File: src/hw/rtl/running_median_two_heaps_macros.svh
// Assertion macros for the running median block.
`ifndef RUNNING_MEDIAN_TWO_HEAPS_MACROS_SVH
`define RUNNING_MEDIAN_TWO_HEAPS_MACROS_SVH
`ifndef SYNTHESIS
`define RMTH_ASSERT(lbl, expr, msg) \
	lbl: assert property (@(posedge clk) disable iff (!arst_n) (expr)) else $error(msg);
`define RMTH_ASSERT_IMPL(lbl, ante, cons, msg) \
	lbl: assert property (@(posedge clk) disable iff (!arst_n) (ante) |-> (cons)) else $error(msg);
`else
`define RMTH_ASSERT(lbl, expr, msg)
`define RMTH_ASSERT_IMPL(lbl, ante, cons, msg)
`endif
`endif

File: src/hw/rtl/rmth_pkg.sv
// Types, constants and helpers shared by the running median block.
package rmth_pkg;
	localparam int CAPACITY   = 1024;
	localparam int HEAP_DEPTH = CAPACITY / 2;
	localparam int IDX_W      = $clog2(HEAP_DEPTH);
	localparam int CNT_W      = $clog2(HEAP_DEPTH + 1);
	localparam int TOT_W      = 11;
	localparam int DATA_W     = 32;

	typedef enum logic {
		HEAP_LO,
		HEAP_UP
	} heap_t;

	typedef enum logic [2:0] {
		OP_NOP,
		OP_LOAD,
		OP_POP_INIT,
		OP_POP_LOAD,
		OP_POP_STEP,
		OP_PUSH_INIT,
		OP_PUSH_STEP,
		OP_EMIT
	} op_t;

	typedef enum logic [3:0] {
		ST_IDLE,
		ST_DECIDE,
		ST_POP_INIT,
		ST_POP_LOAD,
		ST_POP_STEP,
		ST_PUSH_M_INIT,
		ST_PUSH_M_STEP,
		ST_PUSH_X_INIT,
		ST_PUSH_X_STEP,
		ST_EMIT
	} state_t;

	typedef struct packed {
		op_t   op;
		heap_t sel;
		logic  src_moved;
		logic  drop;
	} cmd_t;

	typedef struct packed {
		logic full;
		logic lo_gt;
		logic up_gt;
		logic lo_nz;
		logic x_lt_lotop;
		logic x_le_lotop;
		logic x_gt_uptop;
		logic pop_empty;
		logic step_done;
	} status_t;

	// true if a sits above b in the given heap
	function automatic logic above(logic signed [DATA_W-1:0] a,
		logic signed [DATA_W-1:0] b, heap_t h);
		return (h == HEAP_UP) ? (a < b) : (a > b);
	endfunction
endpackage

File: src/hw/rtl/rmth_ctrl.sv
// Sequencer for sample placement, rebalance and output word handshake.
module rmth_ctrl (
	input  logic                 clk,
	input  logic                 arst_n,
	input  logic                 in_valid,
	output logic                 in_stall,
	output logic                 out_valid,
	input  logic                 out_stall,
	input  rmth_pkg::status_t    status,
	output rmth_pkg::cmd_t       cmd
);
	import rmth_pkg::*;

	state_t state_q, state_d;
	heap_t hsel_q, hsel_d, other;
	logic rebal_q, rebal_d, drop_q, drop_d, out_valid_q, emit;

	assign other = (hsel_q == HEAP_LO) ? HEAP_UP : HEAP_LO;

	always_ff @(posedge clk or negedge arst_n) begin
		if (!arst_n) begin
			state_q     <= ST_IDLE;
			hsel_q      <= HEAP_LO;
			rebal_q     <= 1'b0;
			drop_q      <= 1'b0;
			out_valid_q <= 1'b0;
		end else begin
			state_q     <= state_d;
			hsel_q      <= hsel_d;
			rebal_q     <= rebal_d;
			drop_q      <= drop_d;
			out_valid_q <= emit | (out_valid_q & out_stall);
		end
	end

	always_comb begin
		state_d       = state_q;
		hsel_d        = hsel_q;
		rebal_d       = rebal_q;
		drop_d        = drop_q;
		emit          = 1'b0;
		cmd.op        = OP_NOP;
		cmd.sel       = hsel_q;
		cmd.src_moved = 1'b0;
		cmd.drop      = drop_q;
		in_stall      = 1'b1;
		case (state_q)
			ST_IDLE: begin
				in_stall = 1'b0;
				if (in_valid) begin
					cmd.op  = OP_LOAD;
					state_d = ST_DECIDE;
				end
			end
			ST_DECIDE: begin
				drop_d  = 1'b0;
				rebal_d = 1'b0;
				state_d = ST_PUSH_X_INIT;
				if (status.full) begin
					drop_d  = 1'b1;
					state_d = ST_EMIT;
				end else if (status.lo_gt) begin
					hsel_d  = status.x_lt_lotop ? HEAP_LO : HEAP_UP;
					rebal_d = status.x_lt_lotop;
				end else if (status.up_gt) begin
					hsel_d  = status.x_gt_uptop ? HEAP_UP : HEAP_LO;
					rebal_d = status.x_gt_uptop;
				end else begin
					hsel_d = (status.lo_nz && status.x_le_lotop) ? HEAP_LO : HEAP_UP;
				end
				if (!status.full && rebal_d)
					state_d = ST_POP_INIT;
			end
			ST_POP_INIT: begin
				cmd.op  = OP_POP_INIT;
				state_d = ST_POP_LOAD;
			end
			ST_POP_LOAD: begin
				cmd.op  = OP_POP_LOAD;
				state_d = status.pop_empty ? ST_PUSH_M_INIT : ST_POP_STEP;
			end
			ST_POP_STEP: begin
				cmd.op = OP_POP_STEP;
				if (status.step_done)
					state_d = ST_PUSH_M_INIT;
			end
			ST_PUSH_M_INIT: begin
				cmd.op        = OP_PUSH_INIT;
				cmd.sel       = other;
				cmd.src_moved = 1'b1;
				state_d       = ST_PUSH_M_STEP;
			end
			ST_PUSH_M_STEP: begin
				cmd.op = OP_PUSH_STEP;
				if (status.step_done)
					state_d = ST_PUSH_X_INIT;
			end
			ST_PUSH_X_INIT: begin
				cmd.op  = OP_PUSH_INIT;
				state_d = ST_PUSH_X_STEP;
			end
			ST_PUSH_X_STEP: begin
				cmd.op = OP_PUSH_STEP;
				if (status.step_done)
					state_d = ST_EMIT;
			end
			ST_EMIT: begin
				if (!out_valid_q || !out_stall) begin
					cmd.op  = OP_EMIT;
					emit    = 1'b1;
					state_d = ST_IDLE;
				end
			end
			default: state_d = ST_IDLE;
		endcase
	end

	assign out_valid = out_valid_q;
endmodule

File: config.mk
export PLATFORM = sky130hd
export DESIGN_NAME = rmth_ctrl
export DESIGN_NICKNAME = d
export VERILOG_FILES = /design/src/hw/rtl/running_median_two_heaps_macros.svh /design/src/hw/rtl/rmth_pkg.sv /design/src/hw/rtl/rmth_ctrl.sv
export SDC_FILE = /design/constraint.sdc
export NUM_CORES = 1
export LEC_CHECK = 0
export BUFFER_PORTS_ARGS = -buffer_cell sky130_fd_sc_hd__buf_2
export CAP_MARGIN = 20
export CORE_MARGIN = 3
export CORE_UTILIZATION = 42
export CTS_CLUSTER_SIZE = 25
export DETAILED_ROUTE_END_ITERATION = 10
export MAX_ROUTING_LAYER = met4
export PLACE_DENSITY = 0.73
export RECOVER_POWER = 100
export SLEW_MARGIN = 5
export SYNTH_ARGS = -nofsm -noshare
export SYNTH_HDL_FRONTEND = slang
export SYNTH_SLANG_ARGS = --single-unit
File: constraint.sdc
create_clock -name clk -period 1.4 [get_ports clk]
set_input_delay 0 -clock clk [delete_from_list [all_inputs] [get_ports clk]]
set_output_delay 0 -clock clk [all_outputs]
set_load 0.1 [all_outputs]
Word-level counts from Yosys, hierarchy flattened
Index checks and enable logic that the tools add are counted.

Flip-flop bits (word level): 7. Output and inout bits: 8. Word-level logic and storage cells: 59.

Eq/ne operators: 14. Mux-type cells: 27. Bitwise operators: 3. Reductions and logical operators: 11.

Operators by type and width (number): $pmux 4 s10 (1); $mux 4 (7); $pmux 3 s7 (1); $eq 4x3->1 const B (4); $mux 1 (16); $ne 2x2->1 const B (5); $eq 4x2->1 const B (2); $eq 4x4->1 const B (2); $reduce_and 5->1 (1); $eq 4x1->1 const B (1); $logic_not 4->1 (1); $reduce_or 2->1 (2); $logic_not 1->1 (3); $mux 3 (1); $logic_and 1x1->1 (2); $mux 2 (1); $reduce_and 2->1 (1); $and 1x1->1 (1); $logic_or 1x1->1 (1); $not 1->1 (1); $or 1x1->1 (1).

Logic depth before layout (Yosys ltp)
Depth after elaboration: 7. Mapped depth: 5.

Worst setup path before layout
OpenSTA, ideal clock, no wires.

Path type: register to output. From: register out_valid_q, in the netlist out_valid. To: output port cmd[5] (netlist bit). Arrival: 3205 ps. Data required time: 1400 ps. Setup slack: -1805 ps. Cell stages (with the launch flop): 4. Cells stage by stage: dfrtp_1 a31oi_1 nand2_1 o21ai_0.

RTL lines: start, declared (line rmth_ctrl.sv:16) `logic rebal_q, rebal_d, drop_q, drop_d, out_valid_q, emit;`; start signal, assigned (line rmth_ctrl.sv:32) `out_valid_q <= emit | (out_valid_q & out_stall);`; end, declared (line rmth_ctrl.sv:10) `output rmth_pkg::cmd_t cmd`.

==> impl_metrics.py <==
metrics = {
    "global_route": {
        "grt_pass1_wl_mm": 3.64,
        "globalRouteOverflowTotal": 0,
        "track_usage_pct": 28.0,
        "antenna_found_initial": 0,
        "grt_pass1_vias": 765,
        "grt_max_degree": 9,
    },
    "synth": {
        "ys.warnings.count": 0,
        "yosysTopAreaCellShare_pct": 31.1,
        "synth-seq-cells": 7,
        "synthTopCellsByArea": "dfrtp_1 (31%), o21ai_0 (5.3%), buf_6 (4.0%), mux2_2 (4.0%), nand2_1 (4.0%)",
        "ys_seq_area_share_pct": 31.1,
        "synth-main-ff-cell": "dfrtp_1",
        "synth.avg_cell_area_um2": 8.53,
        "syn_nets": 79,
        "syn-instance-count": 66,
        "ys_async_sr_fraction_pct": 100,
        "synth-edff-count": 0,
        "syn-cell-area_um2": 563,
        "synth_cell_types": 32,
        "synth_top_area_cell": "dfrtp_1",
    },
    "floorplan": {
        "initial_core_util_pct": 47.5,
        "die_h_um": 42.6,
        "fp.dieW_um": 42.6,
        "num_rows": 12,
        "die_area_um2": 1820,
        "core_area_um2": 1190,
        "ios": 21,
    },
    "clock_tree": {
        "cts_sinks": 7,
        "max-clock-path-buffers": 2,
        "numCtsBuffers": 3,
        "cts_htree_levels": 1,
        "clk_pin_slew_worst_paths_ns": 0.05,
        "clk_latency_ns": 0.27,
        "cts_tree": "built",
        "cts.root.buffer_cell": "clkbuf_4",
    },
    "sta": {
        "worst_slew_pin_slew_ns": 0.538,
        "slew_headroom_pct": 64.3,
        "final_hold_viol_count": 0,
        "setup_viol": 9,
        "holdWs_ns": 0.0583,
        "min_period_over_period_pct": 112,
        "period_needed_ns": 1.57,
        "finClkSkew_ns": 0.0157,
        "timing.fmax_mhz": 638,
        "rsz0062_at_grt": "yes",
        "setup_ws_ns": -0.167,
        "slew_viol_final": 0,
    },
    "critical_path": {
        "crit_slowest_cell": "dfrtp_1",
        "crit_family": "flip-flops",
        "crit_buf_inv": 2,
        "crit_arrival_ns": 1.57,
        "crit_fanout": 8,
        "slowest_delay_ns": 0.42,
        "crit_type": "flop to primary output",
        "required_ns": 1.40,
        "crit_path_start_kind": "flop",
        "ff2ff_setup_slack_ns": -0.16,
        "cp-end-kind": "primary output",
        "crit_chain": "buf_4, nor2_4, nand3b_1, a31oi_4, buf_12",
    },
    "cells_and_area": {
        "final_layout_size_suffix_gt1_share_pct": 65.7,
        "areaGrowthSynthToFinish_pct": 91.1,
        "n_antenna_cell": 0,
        "final_nets": 119,
    },
    "route": {
        "drt_first_iter_violations": 44,
        "routed_wl_mm": 2.71,
        "drc": 0,
        "vias": 797,
        "ant_nets": 0,
        "vias_per_cell": 6.70,
        "wl_per_cell_um": 22.8,
        "dr.pass1.iters": 4,
    },
    "placed_design": {
        "portBuffers": 20,
        "place_hpwl_mm": 1.25,
        "place.gp.congestion": 0.946,
    },
    "worst_hold_path": {
        "hold_class": "input pin to flop",
    },
    "run_status": {
        "violations": "negative setup slack",
        "status": "finished with violations",
    },
    "job": {
        "max-cap-violations": 0,
    },
}
## synthesized netlist by cell type (all sizes together) (2+ instances only)
master / n
inv: 3
a21o: 3
dfrtp: 7
nor2: 3
mux2: 2
nor3: 2
nand3b: 2
a21boi: 2
a21oi: 4
o21ai: 6
a31oi: 3
buf: 5
o211ai: 2
nand2: 6
nand2b: 3
## logic make-up after synthesis
logic type	synth area share, %
compound gates	28.9
simple gates	25.3
mux	4.00
xor+xnor	1.56
buf+inv	9.11
flops	31.1
## metrics by stage
step           setup TNS (ns)  cell area [µm²]  worst slack (ns)  instances  util (%)
2_1_floorplan          -0.928              649            -0.251         66         -
3_3_place_gp                0              877            0.0364        105      73.9
3_5_place_dp                0              877            0.0141        105      73.9
4_1_cts                -0.492             1030            -0.128        118      86.9
5_1_grt                 -1.65             1080            -0.264        119      90.7
6_report                -1.23             1080            -0.167        119      90.7
## worst paths after layout
path	start	end	cells after the start
worst min register to register	drop_q$_DFFE_PN0P_	drop_q$_DFFE_PN0P_	1
min in group asynchronous	arst_n	state_q[3]$_DFFE_PN0P_	2
max in group asynchronous	arst_n	state_q[1]$_DFFE_PN0P_	2
worst max register to register	state_q[0]$_DFFE_PN0P_	state_q[0]$_DFFE_PN0P_	6
worst max-delay path	state_q[2]$_DFFE_PN0P_	cmd[3]	5
worst min-delay path	status[8]	drop_q$_DFFE_PN0P_	2
## per-layer routing
layer  routed length [µm]  vias up  GRT usage [%]
met4                  197        0           14.9
li1                     -      321              -
met2                 1260       88           45.6
met3                  311       34           6.44
met1                  942      354           31.6
met5                    0        -              -
## layout by cell type, fill, tap and decap left out, drive strengths merged, types with 2 or more instances in the layout
| cell type | netlist | routed |
|---|---|---|
| nand3b | 2 | 2 |
| dfrtp | 7 | 7 |
| o21ai | 6 | 6 |
| nand2 | 6 | 6 |
| inv | 3 | 3 |
| buf | 5 | 37 |
| a21boi | 2 | 2 |
| o211ai | 2 | 2 |
| a31oi | 3 | 3 |
| nor2 | 3 | 3 |
| nand2b | 3 | 3 |
| a21oi | 4 | 4 |
| clkbuf | 0 | 6 |
| a21o | 3 | 3 |
| nor3 | 2 | 2 |
| mux2 | 2 | 2 |
## layout make-up
type | instances | area [µm²]
Multi-Input combinational cell | 51 | 479
Timing Repair Buffer | 40 | 360
Sequential cell | 7 | 181
Fill cell | 52 | 110
Clock buffer | 4 | 26.3
Tap cell | 14 | 17.5
Inverter | 3 | 11.3
## flip-flops by register name (all words and copies together) (netlist names)
register,cells
state_q,4
drop_q,1
hsel_q,1
out_valid,1
## what timing repair did
item	CTS	global route
pin swaps	4	2
setup buffers	8	1
hold buffers	1	0
endpoints found under the hold margin	7	0
setup endpoints to repair	6	10
gates resized for setup	15	9
Power is left out: the tool's default activity adds up to more than one toggle a clock period on the data nets, which glitch-free logic cannot reach.
